File: config.mk
export PLATFORM = sky130hd
export DESIGN_NAME = slab_page_slot_bitmap
export DESIGN_NICKNAME = d
export VERILOG_FILES = /design/src/design/sps_pkg.sv /design/src/design/slab_page_slot_bitmap.sv /design/src/design/sps_ctrl.sv /design/src/design/sps_dpath.sv
export SDC_FILE = /design/constraint.sdc
export NUM_CORES = 2
export LEC_CHECK = 0
export ABC_AREA = 1
export BUFFER_PORTS_ARGS = -buffer_cell sky130_fd_sc_hd__buf_2
export CORE_MARGIN = 3
export CORE_UTILIZATION = 45
export DETAILED_ROUTE_END_ITERATION = 8
export PLACE_DENSITY = 0.58
export RECOVER_POWER = 100
export SKIP_CTS_REPAIR_TIMING = 1
export SYNTH_ARGS = -nofsm -noshare
export SYNTH_HDL_FRONTEND = slang
export SYNTH_SLANG_ARGS = --single-unit
export TNS_END_PERCENT = 5
File: constraint.sdc
create_clock -name clk -period 7.9 [get_ports clk]
set_input_delay 2.37 -clock clk [delete_from_list [all_inputs] [get_ports clk]]
set_output_delay 2.37 -clock clk [all_outputs]
set_load 0.02 [all_outputs]
File: src/design/sps_pkg.sv
// Shared types, constants and helper functions of the slab page slot bitmap.
// Used by sps_ctrl, sps_dpath and slab_page_slot_bitmap; no dependencies.
`timescale 1ns / 1ps

package sps_pkg;

  localparam int MAX_SLOTS     = 512;
  localparam int MAP_WORD_BITS = 64;
  localparam int MAP_WORDS     = (MAX_SLOTS + MAP_WORD_BITS - 1) / MAP_WORD_BITS;
  localparam int WORD_IDX_W    = $clog2(MAP_WORDS);
  localparam int BIT_IDX_W     = $clog2(MAP_WORD_BITS);
  localparam int NW_W          = WORD_IDX_W + 1;

  localparam int KIND_W     = 2;
  localparam int OFFSET_W   = 9;
  localparam int SLOT_IDX_W = 9;
  localparam int SLOTS_W    = 10;
  localparam int SIZE_W     = 8;
  localparam int HDR_W      = 9;
  localparam int DIV_CNT_W  = $clog2(SLOT_IDX_W + 1);
  localparam int PROD_W     = SLOT_IDX_W + SIZE_W + 1;

  localparam int CFG_IDX_W  = 2;
  localparam int CFG_DATA_W = 10;

  localparam logic [CFG_IDX_W-1:0] CFG_SLOTS_IN_PAGE  = 2'd0;
  localparam logic [CFG_IDX_W-1:0] CFG_SLOT_WORDS     = 2'd1;
  localparam logic [CFG_IDX_W-1:0] CFG_HEADER_WORDS   = 2'd2;
  localparam logic [CFG_IDX_W-1:0] CFG_HOLDS_POINTERS = 2'd3;

  localparam logic [KIND_W-1:0] KIND_ALLOC = 2'd0;
  localparam logic [KIND_W-1:0] KIND_MARK  = 2'd1;
  localparam logic [KIND_W-1:0] KIND_CLEAR = 2'd2;

  localparam logic [OFFSET_W-1:0] OFFSET_MAX = '1;

  typedef logic [MAP_WORD_BITS-1:0] word_t;

  typedef struct packed {
    logic [KIND_W-1:0]   kind;
    logic [OFFSET_W-1:0] word_offset;
  } in_item_t;

  typedef struct packed {
    logic [SLOT_IDX_W-1:0] slot_index;
    logic [OFFSET_W-1:0]   slot_word_offset;
    logic                  newly_marked;
    logic                  needs_scan;
    logic                  page_full;
    logic [SLOTS_W-1:0]    free_left;
    logic                  fault;
  } out_item_t;

  typedef struct packed {
    logic load;
    logic scan_init;
    logic scan_step;
    logic div_init;
    logic div_step;
    logic mark_apply;
    logic clear_all;
    logic set_fault;
    logic mul;
    logic emit;
  } cmd_t;

  typedef struct packed {
    logic [KIND_W-1:0] kind;
    logic              free_zero;
    logic              below_hdr;
    logic              avail_here;
    logic              scan_last;
    logic              div_done;
    logic              out_free;
  } sts_t;

  // bits of map word w that belong to real slots
  function automatic word_t valid_mask(input logic [WORD_IDX_W-1:0] w,
                                       input logic [SLOTS_W-1:0] slots);
    logic [SLOTS_W-1:0] start;
    logic [SLOTS_W-1:0] n;
    word_t              m;
    start = SLOTS_W'({w, {BIT_IDX_W{1'b0}}});
    n     = slots - start;
    if (start >= slots) begin
      m = '0;
    end else if (n >= SLOTS_W'(MAP_WORD_BITS)) begin
      m = '1;
    end else begin
      m = (word_t'(1) << n[BIT_IDX_W-1:0]) - word_t'(1);
    end
    return m;
  endfunction

  function automatic logic [BIT_IDX_W-1:0] lowest_bit(input word_t v);
    logic [BIT_IDX_W-1:0] b;
    b = '0;
    for (int i = MAP_WORD_BITS - 1; i >= 0; i--) begin
      if (v[i]) begin
        b = BIT_IDX_W'(i);
      end
    end
    return b;
  endfunction

endpackage

File: src/design/slab_page_slot_bitmap.sv
// Top level of the slab page slot bitmap: sps_ctrl sequences sps_dpath.
// Alloc searches 1 to 8 map words from the hint; mark is set by the 9-step shift-subtract
// divider. One item at a time: in_stall stays high until the result is loaded for output.
// A result waiting in the output register does not block the next transfer in.
// Reset is synchronous: all slots read as used, free count and search hint zero,
// registers return to 512 slots, slot size 1, header 0, no pointers.
`timescale 1ns / 1ps

module slab_page_slot_bitmap (
  input  logic                           clk,
  input  logic                           rst_n,
  input  logic                           cfg_we,
  input  logic [sps_pkg::CFG_IDX_W-1:0]  cfg_index,
  input  logic [sps_pkg::CFG_DATA_W-1:0] cfg_data,
  input  logic                           in_valid,
  output logic                           in_stall,
  input  sps_pkg::in_item_t              in_data,
  output logic                           out_valid,
  input  logic                           out_stall,
  output sps_pkg::out_item_t             out_data
);

  sps_pkg::cmd_t cmd;
  sps_pkg::sts_t sts;

  sps_ctrl u_ctrl (
    .clk      (clk),
    .rst_n    (rst_n),
    .in_valid (in_valid),
    .in_stall (in_stall),
    .sts      (sts),
    .cmd      (cmd)
  );

  sps_dpath u_dpath (
    .clk       (clk),
    .rst_n     (rst_n),
    .cfg_we    (cfg_we),
    .cfg_index (cfg_index),
    .cfg_data  (cfg_data),
    .in_data   (in_data),
    .out_valid (out_valid),
    .out_stall (out_stall),
    .out_data  (out_data),
    .cmd       (cmd),
    .sts       (sts)
  );

endmodule

File: src/design/sps_ctrl.sv
// Sequencing state machine of the slab page slot bitmap.
// Drives sps_pkg::cmd_t to sps_dpath and reads back sps_pkg::sts_t.
`timescale 1ns / 1ps

module sps_ctrl (
  input  logic          clk,
  input  logic          rst_n,
  input  logic          in_valid,
  output logic          in_stall,
  input  sps_pkg::sts_t sts,
  output sps_pkg::cmd_t cmd
);

  localparam logic [2:0] S_IDLE   = 3'd0;
  localparam logic [2:0] S_DECODE = 3'd1;
  localparam logic [2:0] S_SCAN   = 3'd2;
  localparam logic [2:0] S_DIV    = 3'd3;
  localparam logic [2:0] S_MARK   = 3'd4;
  localparam logic [2:0] S_MUL    = 3'd5;
  localparam logic [2:0] S_OUT    = 3'd6;

  logic [2:0] state_r;
  logic [2:0] state_nxt;

  assign in_stall = (state_r != S_IDLE);

  always_comb begin
    cmd       = '0;
    state_nxt = state_r;
    case (state_r)
      S_IDLE: begin
        if (in_valid) begin
          cmd.load  = 1'b1;
          state_nxt = S_DECODE;
        end
      end
      S_DECODE: begin
        case (sts.kind)
          sps_pkg::KIND_ALLOC: begin
            if (sts.free_zero) begin
              cmd.set_fault = 1'b1;
              state_nxt     = S_MUL;
            end else begin
              cmd.scan_init = 1'b1;
              state_nxt     = S_SCAN;
            end
          end
          sps_pkg::KIND_MARK: begin
            if (sts.below_hdr) begin
              cmd.set_fault = 1'b1;
              state_nxt     = S_MUL;
            end else begin
              cmd.div_init = 1'b1;
              state_nxt    = S_DIV;
            end
          end
          sps_pkg::KIND_CLEAR: begin
            cmd.clear_all = 1'b1;
            state_nxt     = S_MUL;
          end
          default: begin
            cmd.set_fault = 1'b1;
            state_nxt     = S_MUL;
          end
        endcase
      end
      S_SCAN: begin
        cmd.scan_step = 1'b1;
        if (sts.avail_here) begin
          state_nxt = S_MUL;
        end else if (sts.scan_last) begin
          cmd.set_fault = 1'b1;
          state_nxt     = S_MUL;
        end
      end
      S_DIV: begin
        if (sts.div_done) begin
          state_nxt = S_MARK;
        end else begin
          cmd.div_step = 1'b1;
        end
      end
      S_MARK: begin
        cmd.mark_apply = 1'b1;
        state_nxt      = S_MUL;
      end
      S_MUL: begin
        cmd.mul   = 1'b1;
        state_nxt = S_OUT;
      end
      S_OUT: begin
        if (sts.out_free) begin
          cmd.emit  = 1'b1;
          state_nxt = S_IDLE;
        end
      end
      default: begin
        state_nxt = S_IDLE;
      end
    endcase
  end

  always_ff @(posedge clk) begin
    if (!rst_n) begin
      state_r <= S_IDLE;
    end else begin
      state_r <= state_nxt;
    end
  end

endmodule

File: src/design/sps_dpath.sv
// Datapath of the slab page slot bitmap: config registers, bitmap words, search,
// divider, offset multiply and output register. Uses sps_pkg types and functions.
`timescale 1ns / 1ps

module sps_dpath (
  input  logic                               clk,
  input  logic                               rst_n,
  input  logic                               cfg_we,
  input  logic [sps_pkg::CFG_IDX_W-1:0]      cfg_index,
  input  logic [sps_pkg::CFG_DATA_W-1:0]     cfg_data,
  input  sps_pkg::in_item_t                  in_data,
  output logic                               out_valid,
  input  logic                               out_stall,
  output sps_pkg::out_item_t                 out_data,
  input  sps_pkg::cmd_t                      cmd,
  output sps_pkg::sts_t                      sts
);

  logic [sps_pkg::SLOTS_W-1:0]    slots_cfg_r;
  logic [sps_pkg::SIZE_W-1:0]     size_cfg_r;
  logic [sps_pkg::HDR_W-1:0]      hdr_cfg_r;
  logic                           ptrs_cfg_r;

  sps_pkg::word_t                 map_r [sps_pkg::MAP_WORDS];
  logic [sps_pkg::WORD_IDX_W-1:0] hint_r;
  logic [sps_pkg::SLOTS_W-1:0]    free_count_r;

  logic [sps_pkg::KIND_W-1:0]     kind_r;
  logic [sps_pkg::OFFSET_W-1:0]   woff_r;
  logic [sps_pkg::WORD_IDX_W-1:0] ptr_r;
  logic [sps_pkg::WORD_IDX_W-1:0] step_r;

  logic [sps_pkg::SLOT_IDX_W-1:0] div_q_r;
  logic [sps_pkg::SIZE_W-1:0]     div_rem_r;
  logic [sps_pkg::DIV_CNT_W-1:0]  div_cnt_r;

  logic [sps_pkg::SLOT_IDX_W-1:0] idx_r;
  logic [sps_pkg::OFFSET_W-1:0]   offs_r;
  logic                           newly_r;
  logic                           scan_r;
  logic                           fault_r;
  logic                           has_slot_r;

  logic                           out_valid_r;
  sps_pkg::out_item_t             out_data_r;

  logic [sps_pkg::SLOTS_W-1:0]    slots_eff;
  logic [sps_pkg::SIZE_W-1:0]     size_eff;
  logic [sps_pkg::NW_W-1:0]       nw;
  logic [sps_pkg::WORD_IDX_W-1:0] nw_m1;
  logic [sps_pkg::WORD_IDX_W-1:0] rd_addr;
  sps_pkg::word_t                 rd_word;
  sps_pkg::word_t                 avail;
  logic [sps_pkg::BIT_IDX_W-1:0]  avail_bit;
  logic [sps_pkg::BIT_IDX_W-1:0]  mark_bit;
  logic                           mark_fault;
  logic [sps_pkg::SIZE_W:0]       rem_sh;
  logic                           div_bit;
  logic [sps_pkg::SIZE_W:0]       rem_sub;
  logic [sps_pkg::PROD_W-1:0]     offs_sum;

  always_comb begin
    if (slots_cfg_r == '0) begin
      slots_eff = sps_pkg::SLOTS_W'(1);
    end else if (slots_cfg_r > sps_pkg::SLOTS_W'(sps_pkg::MAX_SLOTS)) begin
      slots_eff = sps_pkg::SLOTS_W'(sps_pkg::MAX_SLOTS);
    end else begin
      slots_eff = slots_cfg_r;
    end
  end

  assign size_eff = (size_cfg_r == '0) ? sps_pkg::SIZE_W'(1) : size_cfg_r;
  assign nw = sps_pkg::NW_W'((slots_eff + sps_pkg::SLOTS_W'(sps_pkg::MAP_WORD_BITS - 1))
                             >> sps_pkg::BIT_IDX_W);
  assign nw_m1 = sps_pkg::WORD_IDX_W'(nw - sps_pkg::NW_W'(1));

  assign rd_addr   = cmd.mark_apply ? div_q_r[sps_pkg::SLOT_IDX_W-1 -: sps_pkg::WORD_IDX_W]
                                    : ptr_r;
  assign rd_word   = map_r[rd_addr];
  assign avail     = ~rd_word & sps_pkg::valid_mask(ptr_r, slots_eff);
  assign avail_bit = sps_pkg::lowest_bit(avail);
  assign mark_bit  = div_q_r[sps_pkg::BIT_IDX_W-1:0];
  assign mark_fault = ({1'b0, div_q_r} >= slots_eff);

  assign rem_sh  = {div_rem_r, div_q_r[sps_pkg::SLOT_IDX_W-1]};
  assign div_bit = (rem_sh >= {1'b0, size_eff});
  assign rem_sub = rem_sh - {1'b0, size_eff};

  assign offs_sum = sps_pkg::PROD_W'(idx_r) * sps_pkg::PROD_W'(size_eff)
                  + sps_pkg::PROD_W'(hdr_cfg_r);

  assign sts.kind       = kind_r;
  assign sts.free_zero  = (free_count_r == '0);
  assign sts.below_hdr  = (woff_r < hdr_cfg_r);
  assign sts.avail_here = (avail != '0);
  assign sts.scan_last  = (step_r == nw_m1);
  assign sts.div_done   = (div_cnt_r == sps_pkg::DIV_CNT_W'(sps_pkg::SLOT_IDX_W));
  assign sts.out_free   = !out_valid_r || !out_stall;

  assign out_valid = out_valid_r;
  assign out_data  = out_data_r;

  // configuration
  always_ff @(posedge clk) begin
    if (!rst_n) begin
      slots_cfg_r <= sps_pkg::SLOTS_W'(sps_pkg::MAX_SLOTS);
      size_cfg_r  <= sps_pkg::SIZE_W'(1);
      hdr_cfg_r   <= '0;
      ptrs_cfg_r  <= 1'b0;
    end else if (cfg_we) begin
      case (cfg_index)
        sps_pkg::CFG_SLOTS_IN_PAGE:  slots_cfg_r <= cfg_data;
        sps_pkg::CFG_SLOT_WORDS:     size_cfg_r  <= cfg_data[sps_pkg::SIZE_W-1:0];
        sps_pkg::CFG_HEADER_WORDS:   hdr_cfg_r   <= cfg_data[sps_pkg::HDR_W-1:0];
        sps_pkg::CFG_HOLDS_POINTERS: ptrs_cfg_r  <= cfg_data[0];
        default: ;
      endcase
    end
  end

  // bitmap, hint and free count
  always_ff @(posedge clk) begin
    if (!rst_n) begin
      for (int w = 0; w < sps_pkg::MAP_WORDS; w++) begin
        map_r[w] <= '1;
      end
      hint_r       <= '0;
      free_count_r <= '0;
    end else if (cmd.clear_all) begin
      for (int w = 0; w < sps_pkg::MAP_WORDS; w++) begin
        map_r[w] <= ~sps_pkg::valid_mask(sps_pkg::WORD_IDX_W'(w), slots_eff);
      end
      free_count_r <= slots_eff;
    end else if (cmd.scan_step && sts.avail_here) begin
      map_r[ptr_r][avail_bit] <= 1'b1;
      hint_r                  <= ptr_r;
      free_count_r            <= free_count_r - sps_pkg::SLOTS_W'(1);
    end else if (cmd.mark_apply && !mark_fault && !rd_word[mark_bit]) begin
      map_r[rd_addr][mark_bit] <= 1'b1;
      if (free_count_r != '0) begin
        free_count_r <= free_count_r - sps_pkg::SLOTS_W'(1);
      end
    end
  end

  // item, search pointer, divider and result
  always_ff @(posedge clk) begin
    if (cmd.load) begin
      kind_r     <= in_data.kind;
      woff_r     <= in_data.word_offset;
      idx_r      <= '0;
      newly_r    <= 1'b0;
      scan_r     <= 1'b0;
      fault_r    <= 1'b0;
      has_slot_r <= 1'b0;
    end
    if (cmd.set_fault) begin
      fault_r <= 1'b1;
    end
    if (cmd.scan_init) begin
      ptr_r  <= ({1'b0, hint_r} < nw) ? hint_r : '0;
      step_r <= '0;
    end else if (cmd.scan_step) begin
      if (sts.avail_here) begin
        idx_r      <= {ptr_r, avail_bit};
        has_slot_r <= 1'b1;
      end else begin
        ptr_r  <= (ptr_r == nw_m1) ? '0 : ptr_r + sps_pkg::WORD_IDX_W'(1);
        step_r <= step_r + sps_pkg::WORD_IDX_W'(1);
      end
    end
    if (cmd.div_init) begin
      div_q_r   <= sps_pkg::SLOT_IDX_W'(woff_r - hdr_cfg_r);
      div_rem_r <= '0;
      div_cnt_r <= '0;
    end else if (cmd.div_step) begin
      div_q_r   <= {div_q_r[sps_pkg::SLOT_IDX_W-2:0], div_bit};
      div_rem_r <= div_bit ? rem_sub[sps_pkg::SIZE_W-1:0] : rem_sh[sps_pkg::SIZE_W-1:0];
      div_cnt_r <= div_cnt_r + sps_pkg::DIV_CNT_W'(1);
    end
    if (cmd.mark_apply) begin
      if (mark_fault) begin
        fault_r <= 1'b1;
      end else begin
        idx_r      <= div_q_r;
        has_slot_r <= 1'b1;
        if (!rd_word[mark_bit]) begin
          newly_r <= 1'b1;
          scan_r  <= ptrs_cfg_r;
        end
      end
    end
    if (cmd.mul) begin
      if (!has_slot_r) begin
        offs_r <= '0;
      end else if (offs_sum > sps_pkg::PROD_W'(sps_pkg::OFFSET_MAX)) begin
        offs_r <= sps_pkg::OFFSET_MAX;
      end else begin
        offs_r <= offs_sum[sps_pkg::OFFSET_W-1:0];
      end
    end
  end

  // output register
  always_ff @(posedge clk) begin
    if (!rst_n) begin
      out_valid_r <= 1'b0;
    end else if (cmd.emit) begin
      out_valid_r <= 1'b1;
    end else if (!out_stall) begin
      out_valid_r <= 1'b0;
    end
  end

  always_ff @(posedge clk) begin
    if (cmd.emit) begin
      out_data_r.slot_index       <= idx_r;
      out_data_r.slot_word_offset <= offs_r;
      out_data_r.newly_marked     <= newly_r;
      out_data_r.needs_scan       <= scan_r;
      out_data_r.page_full        <= (free_count_r == '0);
      out_data_r.free_left        <= free_count_r;
      out_data_r.fault            <= fault_r;
    end
  end

  a_emit_free: assert property (@(posedge clk) disable iff (!rst_n)
    cmd.emit |-> !(out_valid_r && out_stall))
    else $error("result loaded over an untaken transfer");

  a_alloc_count: assert property (@(posedge clk) disable iff (!rst_n)
    (cmd.scan_step && sts.avail_here) |=>
      (free_count_r == $past(free_count_r) - sps_pkg::SLOTS_W'(1)))
    else $error("alloc did not take one free slot");

  a_clear_count: assert property (@(posedge clk) disable iff (!rst_n)
    cmd.clear_all |=> (free_count_r == $past(slots_eff)))
    else $error("clear left wrong free count");

  a_fault_slot: assert property (@(posedge clk) disable iff (!rst_n)
    (out_valid_r && out_data_r.fault) |->
      (out_data_r.slot_index == '0 && out_data_r.slot_word_offset == '0))
    else $error("faulted result carries a slot");

endmodule
==> flow_metrics.env <==
export IMPL_grt_max_degree=167
export IMPL_hold_violations=0
export IMPL_synth_edff_count=64
export IMPL_synth_avg_cell_area_um2=6.63
export IMPL_setup_viol=0
export IMPL_maxCapViolations=1
export IMPL_power_density_nw_per_um2=344
export IMPL_hold_class="flip-flop to flip-flop"
export IMPL_p_leak_nw=18.1
export IMPL_yosysSeqAreaShare_pct=34.9
export IMPL_ys_types=55
export IMPL_postRouteAntennaNets=0
export IMPL_place_congestion=1.07
export IMPL_tns_ns=0
export IMPL_fin_util_pct=51.6
export IMPL_syn_area_um2=39000
export IMPL_cp_slowest_cell="dfxtp_2"
export IMPL_fill_cells=8659
export IMPL_grt_pass1_vias=39900
export IMPL_worstPathArrival_ns=7.79
export IMPL_root_buffer="clkbuf_16"
export IMPL_dieArea_um2=90300
export IMPL_drt_wirelength_per_cell_um=25.4
export IMPL_netlist_instances=5888
export IMPL_period_needed_ns=7.27
export IMPL_clock_sink_count=649
export IMPL_cp_slowest_stage_delay_ns=0.43
export IMPL_ys_flop_type="dfxtp_1"
export IMPL_clockBufferDepth=3
export IMPL_path_delay_family="simple AND/OR/NAND/NOR gates"
export IMPL_skew_ns=0.0290
export IMPL_synth_seq_cells=649
export IMPL_num_rows=107
export IMPL_nets=6030
export IMPL_total_power_mw=15.2
export IMPL_path_clk_slew_ns=0.07
export IMPL_crit_required_ns=8.42
export IMPL_vias_per_cell=6.08
export IMPL_synthesis_nets=6054
export IMPL_drt_first_iter_violations=5826
export IMPL_netlist_top_cells_area="dfxtp_1, nand2_1, o21ai_0"
export IMPL_drt_wl_total_mm=179
export IMPL_clk_latency_ns=0.65
export IMPL_min_period_over_period_pct=92.0
export IMPL_vias=43000
export IMPL_status="finished with violations"
export IMPL_die_h_um=301
export IMPL_synth_top_cell_by_area="dfxtp_1"
export IMPL_rsz0062_at_grt="yes"
export IMPL_cp_start_kind="flip-flop"
export IMPL_maxSlewViolCount=33
export IMPL_async_flop_share_pct=0
export IMPL_path_max_fanout=16
export IMPL_die_w_um=301
export IMPL_peakVddDrop_uv=220
export IMPL_syn_to_final_growth_pct=13.0
export IMPL_yosysWarningCount=0
export IMPL_slew_headroom_pct=-105
export IMPL_grt_pass1_wl_mm=262
export IMPL_grt_usage_pct=38.3
export IMPL_start_util_pct=45.6
export IMPL_yosysMostFrequentCell="nand2_1"
export IMPL_io_buffers=61
export IMPL_cts_tree="yes"
export IMPL_core_um2=85500
export IMPL_violations="capacitance limit, slew limit"
export IMPL_first_pass_iters=7
export IMPL_antenna_found_initial=4
export IMPL_tightest_slew_ns=3.08
export IMPL_max_freq_ghz=0.138
export IMPL_crit_path_end_kind="flip-flop"
export IMPL_worst_path_buf_inv=6
export IMPL_cts_buffers=77
export IMPL_yosys_area_top_type_share_pct=30.0
export IMPL_layout_drive_gt1_share_pct=9.62
export IMPL_path_class="flip-flop to flip-flop"
export IMPL_dp_hpwl_mm=113
export IMPL_drc=0
export IMPL_crit_top_cell="nand2_1"
export IMPL_cts_htree_levels=3
export IMPL_ioPinCount=62
export IMPL_synth_common_cells="nand2_1, nor2_1, o21ai_0"
export IMPL_grt_overflow=0
cell type report:
type                       count  area [um^2]  share of cell area (%)
clock inverter                18          146                   0.332
inverter                     372         1410                    3.20
antenna                        1         2.50                 0.00567
multi-input combinational   4498        23000                    52.1
timing repair buffer         266         2070                    4.68
tap                         1144         1430                    3.25
clock buffer                 122         2410                    5.47
sequential                   649        13600                    30.9
cell families after synthesis:
group,Yosys count,synth area share [%]
flip-flops,649,34.9
XOR/XNOR,54,1.21
AO/OA/AOI/OAI,1465,21.7
buffers and inverters,744,7.78
adder cells (fa/ha/maj),138,5.46
AND/OR/NAND/NOR,2838,29.0
power breakdown:
part / switching [mW] / internal [mW]
sequential: 0.472 / 4.01
clock: 1.51 / 2.13
combinational: 5.02 / 2.05
final timing paths:
path,cells after the start,end,slack [ns],start
setup / recovery,72,u_dpath.map_r[6][14],0.63,u_dpath.slots_cfg_r[4]
hold / removal,0,u_dpath.out_data[16],0.41,u_dpath.offs_r[2]
setup reg to reg,72,u_dpath.map_r[6][14],0.63,u_dpath.slots_cfg_r[4]
hold reg to reg,0,u_dpath.out_data[16],0.41,u_dpath.offs_r[2]
flip-flops by register name (all words and copies together) (netlist names), 4 cells and up:
signal and cells:
u_dpath.map_r 512, u_dpath.out_data 32, u_dpath.free_count_r 10, u_dpath.slots_cfg_r 10, u_dpath.div_q_r 9, u_dpath.hdr_cfg_r 9
u_dpath.idx_r 9, u_dpath.offs_r 9, u_dpath.woff_r 9, u_dpath.div_rem_r 8, u_dpath.size_cfg_r 8, u_dpath.div_cnt_r 4
stage by stage:
| stage | instances | setup WS, ns | cell area (um^2) | hold slack (ns) |
|---|---|---|---|---|
| 4_1_cts | 7042 | 0.360 | 43400 | 0.413 |
| 2_1_floorplan | 5888 | 1.48 | 39000 | 0.400 |
| 6_report | 7070 | 0.629 | 44100 | 0.413 |
| 3_5_place_dp | 6902 | 0.418 | 40900 | 0.410 |
| 3_3_place_gp | 6902 | 0.254 | 40900 | 0.400 |
| 5_1_grt | 7069 | -0.0676 | 44100 | 0.439 |
metal layers:
| layer | up-vias | share of wire [%] | track usage, % | routed length, um |
|---|---|---|---|---|
| met5 | - | 0.038 | 0 | 69 |
| met2 | 2555 | 43 | 57.9 | 76800 |
| met1 | 20300 | 40 | 51.6 | 72200 |
| li1 | 19500 | - | - | - |
| met4 | 10 | 5.4 | 19.1 | 9730 |
| met3 | 574 | 12 | 8.43 | 20700 |
cell usage in the layout, fill, tap and decap left out, drive strengths merged, types with 6 or more instances in the layout:
cell	instances
a211oi	7
a21oi	165
a221oi	8
a22oi	7
a31oi	13
buf	259
clkbuf	129
clkinv	25
dfxtp	585
edfxtp	64
fa	54
ha	84
inv	361
nand2	1802
nand3	134
nand4	57
nor2	784
nor3	42
nor4	7
o211ai	37
o21ai	680
o21bai	105
o221ai	25
o22ai	397
or2	6
xnor2	21
xor2	33
(Power assumes the default switching activity.)
